### src/sv/bcc_interleaver_address_defines.svh
// assertion macros for the bcc interleaver address generator
// included by modules that carry concurrent checks; no other dependencies
`ifndef BCC_INTERLEAVER_ADDRESS_DEFINES_SVH
`define BCC_INTERLEAVER_ADDRESS_DEFINES_SVH

// check on the rising clock edge, switched off while reset is low
`define BCC_ASSERT(label, clk, rst_n, prop, msg) \
  label: assert property (@(posedge clk) disable iff (!rst_n) prop) else $error(msg);

// check on the rising clock edge, also during reset
`define BCC_ASSERT_ALWAYS(label, clk, prop, msg) \
  label: assert property (@(posedge clk) prop) else $error(msg);

`endif

### src/sv/bcc_pkg.sv
// shared types, constants and tables of the bcc interleaver address generator
// no dependencies
package bcc_pkg;

  // field widths
  localparam int unsigned IdxW    = 11;
  localparam int unsigned IssW    = 3;
  localparam int unsigned CfgW    = 4;
  localparam int unsigned CfgIdxW = 2;

  // interleaver constants
  localparam int unsigned NCOL       = 26;
  localparam int unsigned ROW_FACTOR = 9;
  localparam int unsigned CARRIERS   = 234;
  localparam int unsigned ROT_SMALL  = 58;
  localparam int unsigned ROT_LARGE  = 28;
  localparam int unsigned BPS_MAX    = 8;
  localparam int unsigned MAX_NCBPSS = CARRIERS * BPS_MAX;

  // k / 26 as (k * DIV_MUL) >> DIV_SHIFT, exact for k below MAX_NCBPSS
  localparam int unsigned DIV_SHIFT = 16;
  localparam int unsigned DIV_MUL   = ((1 << DIV_SHIFT) + NCOL - 1) / NCOL;
  localparam int unsigned QuotW     = 7;
  localparam int unsigned RemW      = 5;

  // stream offsets for five or more streams
  localparam logic [2:0] ROT_J_TAB [8] = '{3'd0, 3'd5, 3'd2, 3'd7, 3'd3, 3'd6, 3'd1, 3'd4};
  // (2*iss mod 3) + 3*floor(iss/3) for two to four streams
  localparam logic [3:0] ROT_S_TAB [8] = '{4'd0, 4'd2, 4'd1, 4'd3, 4'd5, 4'd4, 4'd6, 4'd8};

  // register indexes
  typedef enum logic [CfgIdxW-1:0] {
    REG_BPS = 2'd0,
    REG_NSS = 2'd1
  } cfg_reg_e;

  // frequency rotation class
  typedef enum logic [1:0] {
    ROT_NONE  = 2'd0,
    ROT_FEW   = 2'd1,
    ROT_MANY  = 2'd2
  } rot_mode_e;

  // decoded configuration
  typedef struct packed {
    logic [3:0]      bps;
    logic [6:0]      nrow;
    logic [IdxW-1:0] ncbpss;
    logic [2:0]      grp;
    rot_mode_e       rot_mode;
  } bcc_cfg_t;

  // input word
  typedef struct packed {
    logic [IssW-1:0] stream_index;
    logic [IdxW-1:0] bit_index;
  } bcc_in_t;

  // result word
  typedef struct packed {
    logic [IdxW-1:0] interleaved_index;
    logic            index_valid;
  } bcc_out_t;

  // permuted index handed to the rotation stage
  typedef struct packed {
    logic [IdxW-1:0] j;
    logic [IdxW-1:0] offset;
    logic            in_range;
  } bcc_perm_t;

endpackage

### src/sv/bcc_cfg_regs.sv
// configuration registers and their decode for the bcc interleaver address generator
// depends on bcc_pkg
module bcc_cfg_regs (
  input  logic                          clk_i,
  input  logic                          rst_ni,
  input  logic                          cfg_we_i,
  input  logic [bcc_pkg::CfgIdxW-1:0]   cfg_idx_i,
  input  logic [bcc_pkg::CfgW-1:0]      cfg_data_i,
  output bcc_pkg::bcc_cfg_t             cfg_o
);
  import bcc_pkg::*;

  logic [CfgW-1:0] bps_q, bps_d;
  logic [CfgW-1:0] nss_q, nss_d;
  logic [3:0]      bps_c;

  // register write decode
  always_comb begin
    bps_d = bps_q;
    nss_d = nss_q;
    if (cfg_we_i) begin
      unique case (cfg_reg_e'(cfg_idx_i))
        REG_BPS: bps_d = cfg_data_i;
        REG_NSS: nss_d = cfg_data_i;
        default: ;
      endcase
    end
  end

  always_ff @(posedge clk_i or negedge rst_ni) begin
    if (!rst_ni) begin
      bps_q <= CfgW'(1);
      nss_q <= CfgW'(1);
    end else begin
      bps_q <= bps_d;
      nss_q <= nss_d;
    end
  end

  // clamp bits per subcarrier to 1..8
  always_comb begin
    priority if (bps_q == '0) begin
      bps_c = 4'd1;
    end else if (bps_q > CfgW'(BPS_MAX)) begin
      bps_c = 4'(BPS_MAX);
    end else begin
      bps_c = bps_q;
    end
  end

  // derived symbol geometry
  always_comb begin
    cfg_o.bps    = bps_c;
    cfg_o.nrow   = 7'(ROW_FACTOR * bps_c);
    cfg_o.ncbpss = IdxW'(CARRIERS * bps_c);
    cfg_o.grp    = (bps_c < 4'd2) ? 3'd1 : 3'(bps_c >> 1);
    priority if (nss_q < CfgW'(2)) begin
      cfg_o.rot_mode = ROT_NONE;
    end else if (nss_q < CfgW'(5)) begin
      cfg_o.rot_mode = ROT_FEW;
    end else begin
      cfg_o.rot_mode = ROT_MANY;
    end
  end

endmodule

### src/sv/bcc_perm_pipe.sv
// first three pipeline stages: row/column swap and adjacent-bit rotation
// depends on bcc_pkg
module bcc_perm_pipe (
  input  logic                  clk_i,
  input  logic                  rst_ni,
  input  bcc_pkg::bcc_cfg_t     cfg_i,
  input  logic                  valid_i,
  input  bcc_pkg::bcc_in_t      word_i,
  output logic                  valid_o,
  output bcc_pkg::bcc_perm_t    perm_o
);
  import bcc_pkg::*;

  localparam int unsigned ProdW = IdxW + DIV_SHIFT - 4;

  // x mod s for s in 1..4
  function automatic logic [1:0] mod_grp(input logic [IdxW:0] x, input logic [2:0] s);
    logic [4:0] dsum;
    logic [2:0] fold;
    logic [1:0] m3;
    dsum = 5'(x[1:0]) + 5'(x[3:2]) + 5'(x[5:4]) + 5'(x[7:6]) + 5'(x[9:8]) + 5'(x[11:10]);
    fold = 3'(dsum[1:0]) + 3'(dsum[3:2]) + 3'(dsum[4]);
    priority if (fold >= 3'd6) begin
      m3 = 2'(fold - 3'd6);
    end else if (fold >= 3'd3) begin
      m3 = 2'(fold - 3'd3);
    end else begin
      m3 = fold[1:0];
    end
    unique case (s)
      3'd2:    mod_grp = {1'b0, x[0]};
      3'd3:    mod_grp = m3;
      3'd4:    mod_grp = x[1:0];
      default: mod_grp = 2'd0;
    endcase
  endfunction

  // stage 1: quotient by 26
  logic                 v1_q;
  logic [IdxW-1:0]      k1_q;
  logic [IssW-1:0]      iss1_q;
  logic [QuotW-1:0]     q1_q;
  logic [ProdW-1:0]     prod1;

  assign prod1 = ProdW'(word_i.bit_index) * ProdW'(DIV_MUL);

  // stage 2: row/column swap, range check, rotation coefficient
  logic                 v2_q;
  logic [IdxW-1:0]      i2_q;
  logic [RemW-1:0]      rem2_q;
  logic                 inr2_q;
  logic [7:0]           cm2_q;
  logic [IdxW-1:0]      diff2;
  logic [RemW-1:0]      rem2;
  logic [IdxW:0]        i2;
  logic [8:0]           coef2;
  logic [7:0]           cm2;

  assign diff2 = k1_q - IdxW'(NCOL * q1_q);
  assign rem2  = diff2[RemW-1:0];
  assign i2    = (IdxW+1)'(cfg_i.nrow) * (IdxW+1)'(rem2) + (IdxW+1)'(q1_q);

  // stream offset in units of bits per subcarrier, reduced modulo 234
  always_comb begin
    coef2 = '0;
    unique case (cfg_i.rot_mode)
      ROT_NONE: coef2 = '0;
      ROT_FEW:  coef2 = 9'(ROT_SMALL * ROT_S_TAB[iss1_q]);
      ROT_MANY: coef2 = 9'(ROT_LARGE * ROT_J_TAB[iss1_q]);
      default:  coef2 = '0;
    endcase
    cm2 = (coef2 >= 9'(CARRIERS)) ? 8'(coef2 - 9'(CARRIERS)) : coef2[7:0];
  end

  // stage 3: adjacent-bit rotation and offset scaling
  logic                 v3_q;
  bcc_perm_t            perm3_q;
  logic [IdxW:0]        x3;
  logic [1:0]           im3;
  logic [1:0]           xm3;
  logic [IdxW:0]        off3;

  assign x3   = (IdxW+1)'(i2_q) + (IdxW+1)'(cfg_i.ncbpss) - (IdxW+1)'(rem2_q);
  assign im3  = mod_grp((IdxW+1)'(i2_q), cfg_i.grp);
  assign xm3  = mod_grp(x3, cfg_i.grp);
  assign off3 = (IdxW+1)'(cm2_q) * (IdxW+1)'(cfg_i.bps);

  // valid bits
  always_ff @(posedge clk_i or negedge rst_ni) begin
    if (!rst_ni) begin
      v1_q <= 1'b0;
      v2_q <= 1'b0;
      v3_q <= 1'b0;
    end else begin
      v1_q <= valid_i;
      v2_q <= v1_q;
      v3_q <= v2_q;
    end
  end

  // payload registers
  always_ff @(posedge clk_i) begin
    k1_q          <= word_i.bit_index;
    iss1_q        <= word_i.stream_index;
    q1_q          <= prod1[DIV_SHIFT +: QuotW];
    i2_q          <= i2[IdxW-1:0];
    rem2_q        <= rem2;
    inr2_q        <= (k1_q < cfg_i.ncbpss);
    cm2_q         <= cm2;
    perm3_q.j        <= i2_q - IdxW'(im3) + IdxW'(xm3);
    perm3_q.offset   <= off3[IdxW-1:0];
    perm3_q.in_range <= inr2_q;
  end

  assign valid_o = v3_q;
  assign perm_o  = perm3_q;

endmodule

### src/sv/bcc_rot_stage.sv
// last pipeline stage: frequency rotation and result register
// depends on bcc_pkg
module bcc_rot_stage (
  input  logic                  clk_i,
  input  logic                  rst_ni,
  input  bcc_pkg::bcc_cfg_t     cfg_i,
  input  logic                  valid_i,
  input  bcc_pkg::bcc_perm_t    perm_i,
  output logic                  valid_o,
  output bcc_pkg::bcc_out_t     word_o
);
  import bcc_pkg::*;

  logic          valid_q;
  bcc_out_t      word_q;
  logic [IdxW:0] sum;
  logic [IdxW:0] r;

  // subtract the offset modulo the symbol size
  assign sum = (IdxW+1)'(perm_i.j) + (IdxW+1)'(cfg_i.ncbpss) - (IdxW+1)'(perm_i.offset);
  assign r   = (perm_i.j >= perm_i.offset) ?
               (IdxW+1)'(perm_i.j - perm_i.offset) : sum;

  always_ff @(posedge clk_i or negedge rst_ni) begin
    if (!rst_ni) begin
      valid_q <= 1'b0;
    end else begin
      valid_q <= valid_i;
    end
  end

  // out-of-range bits give a zero index
  always_ff @(posedge clk_i) begin
    word_q.interleaved_index <= perm_i.in_range ? r[IdxW-1:0] : '0;
    word_q.index_valid       <= perm_i.in_range;
  end

  assign valid_o = valid_q;
  assign word_o  = word_q;

endmodule

### src/sv/bcc_interleaver_address.sv
// top level of the 80 MHz bcc interleaver address generator
// depends on bcc_pkg, bcc_cfg_regs, bcc_perm_pipe, bcc_rot_stage and the defines header
//
//   channel   ports                               direction
//   config    cfg_we_i, cfg_idx_i, cfg_data_i     in
//   input     start, busy, in_word_i              in (busy out)
//   result    done_o, res_word_o                  out
//
// one word accepted per cycle, every cycle; busy never rises
// the result strobe follows the accepted input through the four register stages
// (quotient, row swap, group rotation, offset)
// reset clears the valid bits and sets both registers to one
// results cannot be held off, so the pipeline never stalls
`include "bcc_interleaver_address_defines.svh"

module bcc_interleaver_address (
  input  logic                          clk_i,
  input  logic                          rst_ni,
  input  logic                          cfg_we_i,
  input  logic [bcc_pkg::CfgIdxW-1:0]   cfg_idx_i,
  input  logic [bcc_pkg::CfgW-1:0]      cfg_data_i,
  input  logic                          start,
  output logic                          busy,
  input  bcc_pkg::bcc_in_t              in_word_i,
  output logic                          done_o,
  output bcc_pkg::bcc_out_t             res_word_o
);
  import bcc_pkg::*;

  bcc_cfg_t  cfg;
  bcc_perm_t perm;
  logic      perm_valid;
  logic      accept;

  // the pipeline takes a word in every cycle
  assign busy   = 1'b0;
  assign accept = start && !busy;

  bcc_cfg_regs u_cfg (
    .clk_i      (clk_i),
    .rst_ni     (rst_ni),
    .cfg_we_i   (cfg_we_i),
    .cfg_idx_i  (cfg_idx_i),
    .cfg_data_i (cfg_data_i),
    .cfg_o      (cfg)
  );

  bcc_perm_pipe u_perm (
    .clk_i   (clk_i),
    .rst_ni  (rst_ni),
    .cfg_i   (cfg),
    .valid_i (accept),
    .word_i  (in_word_i),
    .valid_o (perm_valid),
    .perm_o  (perm)
  );

  bcc_rot_stage u_rot (
    .clk_i   (clk_i),
    .rst_ni  (rst_ni),
    .cfg_i   (cfg),
    .valid_i (perm_valid),
    .perm_i  (perm),
    .valid_o (done_o),
    .word_o  (res_word_o)
  );

  // every accepted word comes out as a result strobe, and only those
  `BCC_ASSERT(a_latency_fwd, clk_i, rst_ni, accept |-> ##4 done_o, "result strobe missing")
  `BCC_ASSERT(a_latency_back, clk_i, rst_ni, done_o |-> $past(accept, 4), "result without input")
  // invalid bits report a zero index
  `BCC_ASSERT(a_invalid_zero, clk_i, rst_ni, (done_o && !res_word_o.index_valid) |-> (res_word_o.interleaved_index == '0), "invalid index not zero")
  // a valid index stays inside the largest symbol
  `BCC_ASSERT(a_index_bound, clk_i, rst_ni, (done_o && res_word_o.index_valid) |-> (res_word_o.interleaved_index < IdxW'(MAX_NCBPSS)), "index out of symbol")
  // no strobe in the cycle after a reset edge
  `BCC_ASSERT_ALWAYS(a_rst_quiet, clk_i, !rst_ni |=> !done_o, "strobe during reset")

endmodule

### config.mk
export PLATFORM = sky130hd
export DESIGN_NAME = bcc_interleaver_address
export DESIGN_NICKNAME = d
export VERILOG_FILES = /design/src/sv/bcc_pkg.sv /design/src/sv/bcc_cfg_regs.sv /design/src/sv/bcc_perm_pipe.sv /design/src/sv/bcc_rot_stage.sv /design/src/sv/bcc_interleaver_address.sv
export VERILOG_INCLUDE_DIRS = /design/src /design/src/sv
export SDC_FILE = /design/constraint.sdc
export NUM_CORES = 1
export LEC_CHECK = 0
export BUFFER_PORTS_ARGS = -buffer_cell sky130_fd_sc_hd__buf_4
export CAP_MARGIN = 0
export CORE_ASPECT_RATIO = 1.5
export CORE_MARGIN = 10
export CORE_UTILIZATION = 38
export CTS_CLUSTER_SIZE = 24
export DETAILED_ROUTE_END_ITERATION = 10
export PLACE_DENSITY = 0.5
export SLEW_MARGIN = 20
export SYNTH_ARGS = -nofsm -noshare
export SYNTH_HDL_FRONTEND = slang
export SYNTH_SLANG_ARGS = --single-unit
### constraint.sdc
create_clock -name clk_i -period 17.8 [get_ports clk_i]
set_input_delay 3.56 -clock clk_i [delete_from_list [all_inputs] [get_ports clk_i]]
set_output_delay 3.56 -clock clk_i [all_outputs]
set_load 0.02 [all_outputs]
==> results.sh <==
export IMPL_dieArea_um2=35100
export IMPL_post_layout_nonfiller_instances=1508
export IMPL_vias_per_cell=4.90
export IMPL_post_route_cells_drive_above_1_share=0.0746
export IMPL_clkSlewWorstSetupHoldPaths_ns=0.06
export IMPL_clock_tree_buffer_depth=2
export IMPL_start_util=0.387
export IMPL_cts_buffers=9
export IMPL_max_slew_margin_rel=0.507
export IMPL_grt_antenna_before_repair=0
export IMPL_cp_required_ns=18.02
export IMPL_final_nets=1491
export IMPL_run_status="complete, no violations"
export IMPL_mostFrequentLayoutCell="sky130_fd_sc_hd__inv_1"
export IMPL_htree_num_levels=3
export IMPL_grt_usage=0.142
export IMPL_fmaxAchievable_mhz=96.7
export IMPL_drv_slew=0
export IMPL_yosys_register_bits=91
export IMPL_crit_path_end_kind="register"
export IMPL_via_count_of_the_first_global_routing_pass=7938
export IMPL_die_height_um=224
export IMPL_fp_row_count=74
export IMPL_ys_dominant_reg_cell="sky130_fd_sc_hd__dfxtp_1"
export IMPL_grt_overflow_total=0
export IMPL_hpwlAfterDp_um=20400
export IMPL_most_common_layout_cells="211 x sky130_fd_sc_hd__inv_1, 201 x sky130_fd_sc_hd__ha_1, 105 x sky130_fd_sc_hd__fa_1"
export IMPL_cts_repair_resize_count=0
export IMPL_setup_worst_path_start_class="register"
export IMPL_mappedNetlistNets=1456
export IMPL_cts_root_buffer="sky130_fd_sc_hd__clkbuf_16"
export IMPL_fp_dieW_um=156
export IMPL_setup_viol=0
export IMPL_clock_latency_ns=0.35
export IMPL_cts_tree="done"
export IMPL_grt_setup_unrepaired="no"
export IMPL_cell_depth_of_the_worst_min_delay_path=0
export IMPL_wire_length_of_the_first_global_routing_pass_um=39700
export IMPL_synth_area_um2=10600
export IMPL_rrSetupSlack_ns=7.46
export IMPL_netlist_instances=1126
export IMPL_drc=0
export IMPL_gpl_final_weighted_congestion=0.808
export IMPL_hold_class="reg2reg"
export IMPL_std_cell_core_area_um2=27300
export IMPL_ys_types=81
export IMPL_grt_start_max_net_pins=23
export IMPL_asyncSetResetFlopFracSynth=0.132
export IMPL_synth_yosys_warnings=0
export IMPL_crit_slowest_cell="sky130_fd_sc_hd__dfrtp_1"
export IMPL_number_of_ports_placed_on_the_die_boundary=38
export IMPL_maxCapViolations=0
export IMPL_buffer_ports_inserted=36
export IMPL_path_depth=43
export IMPL_cts_hold_buf=0
export IMPL_critical_path_class="reg2reg"
export IMPL_place_inst=1492
export IMPL_post_cts_buffers=0
export IMPL_skew_ns=0.0107
export IMPL_detailroute_via_count=7385
export IMPL_critical_path_buf_inv_count=8
export IMPL_filler_cell_count=2699
export IMPL_syn_to_final_growth_pct=8.82
export IMPL_hold_viol=0
export IMPL_worst_slew_pin_transition_ns=0.739
export IMPL_timing_hold_ws_ns=0.340
export IMPL_timing_final_crit_share=0.581
export IMPL_average_cell_area_after_synthesis_um2=9.40
export IMPL_antennaDiodeCount=0
export IMPL_worstRegToRegCells=43
export IMPL_critical_path_max_fanout=22
export IMPL_post_drt_wl_per_cell_um=15.4
export IMPL_tritoncts_num_sinks=91
export IMPL_finalSetupTns_ns=0
export IMPL_cp_top_family="adder cells"
export IMPL_synth_yosys_seq_area_share=0.178
export IMPL_crit_path_time_final_ns=10.34
export IMPL_max_stage_delay_ns=0.80
export IMPL_wl_um=23200
export IMPL_count_of_flip_flops_with_a_built_in_enable_after_synthesis=0
export IMPL_arrival_ns=10.55
export IMPL_drt_pass1_iter_count=4
export IMPL_detail_route_antenna_nets=0
export IMPL_detailedRoute_firstIterationViolations=208
## synthesized netlist by cell type, drive strengths merged, types with 3 or more instances
cell type    n  area share
inv        212       0.075
ha         201        0.24
fa         105        0.20
dfxtp       79        0.15
nand2       68       0.024
a21oi       65       0.033
nor2        49       0.017
xnor2       49       0.041
o21ai       35       0.017
and2        26       0.015
xor2        25       0.021
a21o        21       0.015
nand2b      12      0.0071
nor3        12      0.0057
clkbuf      10      0.0035
dfrtp       10       0.024
mux2        10       0.011
nor2b       10      0.0059
o21a         9      0.0064
a211oi       8      0.0057
o21bai       8      0.0057
a31oi        7      0.0047
and3         7      0.0041
o211ai       7      0.0054
mux2i        6      0.0057
nand3        6      0.0028
or2          6      0.0035
nand4        5      0.0030
a21boi       4      0.0028
buf          4      0.0027
o22ai        4      0.0037
a22oi        3      0.0031
a31o         3      0.0025
nand3b       3      0.0021
nor4         3      0.0018
or3          3      0.0018
## path summary, 6_finish.rpt
path	from	endpoint
worst max-delay path	u_cfg.bps_q[3]	u_perm.perm_o[22]
worst min-delay path	u_perm.inr2_q	u_perm.perm_o[0]
worst max register to register	u_cfg.bps_q[3]	u_perm.perm_o[22]
worst min register to register	u_perm.inr2_q	u_perm.perm_o[0]
max in group asynchronous	rst_ni	u_cfg.bps_q[0]
min in group asynchronous	rst_ni	u_perm.v1_q
## through the flow
step                worst slack [ns]   util  instance area, um2
floorplan                       8.70      -               10600
global placement                7.82  0.411               11200
detailed placement              7.50  0.411               11200
CTS                             7.48  0.422               11500
global route                    6.67  0.422               11500
finish                          7.46  0.422               11500
## area by class of cell
class | instances | area (um2) | share of cell area
Timing Repair Buffer | 38 | 285 | 0.0248
Clock buffer | 11 | 233 | 0.0202
Sequential cell | 91 | 1880 | 0.164
Tap cell | 342 | 428 | 0.0372
Inverter | 212 | 796 | 0.0691
Clock inverter | 5 | 53.8 | 0.00467
Multi-Input combinational cell | 809 | 7840 | 0.680
## worst reg2reg max path, delay by kind of cell, from the launching register on
kind            cells  cell delay (ns)
fa+ha+maj          13             5.08
compound gates     12             2.25
simple gates        9             1.00
flops               1             0.80
buf+inv             8             0.70
mux                 1             0.37
## cells by family (layout without fill, tap and decap cells)
logic type	count (synthesis)	after routing	share of synthesized area
muxes	16	16	0.0167
and+or+nand+nor	221	221	0.104
xor gates and xnor gates	75	75	0.0634
DFF	91	91	0.178
other	2	2	0.000710
adders and majority gates	306	306	0.436
AOI/OAI and AO/OA	189	189	0.119
buffers and inverters	226	266	0.0815
## flip-flops by register name, summed over array words and instances (netlist names)
name and count:
u_perm.perm_o 22, u_rot.word_o 12, u_perm.i2_q 11, u_perm.k1_q 11, u_perm.cm2_q 7, u_perm.q1_q 7, u_perm.rem2_q 5, u_cfg.bps_q 4
u_cfg.nss_q 4, u_perm.iss1_q 3, u_perm.inr2_q 1, u_perm.v1_q 1, u_perm.v2_q 1, u_perm.valid_o 1, u_rot.valid_o 1
## layer usage
layer | vias up | track usage | routed length, um
met3 | 22 | 0.0185 | 588
met1 | 3521 | 0.153 | 9120
met2 | 78 | 0.274 | 12900
li1 | 3764 | - | -
met4 | 0 | 0.0473 | 593
met5 | - | 0 | 0
Power is left out: the tool's default activity adds up to more than one toggle a clock period on the data nets, which glitch-free logic cannot reach.
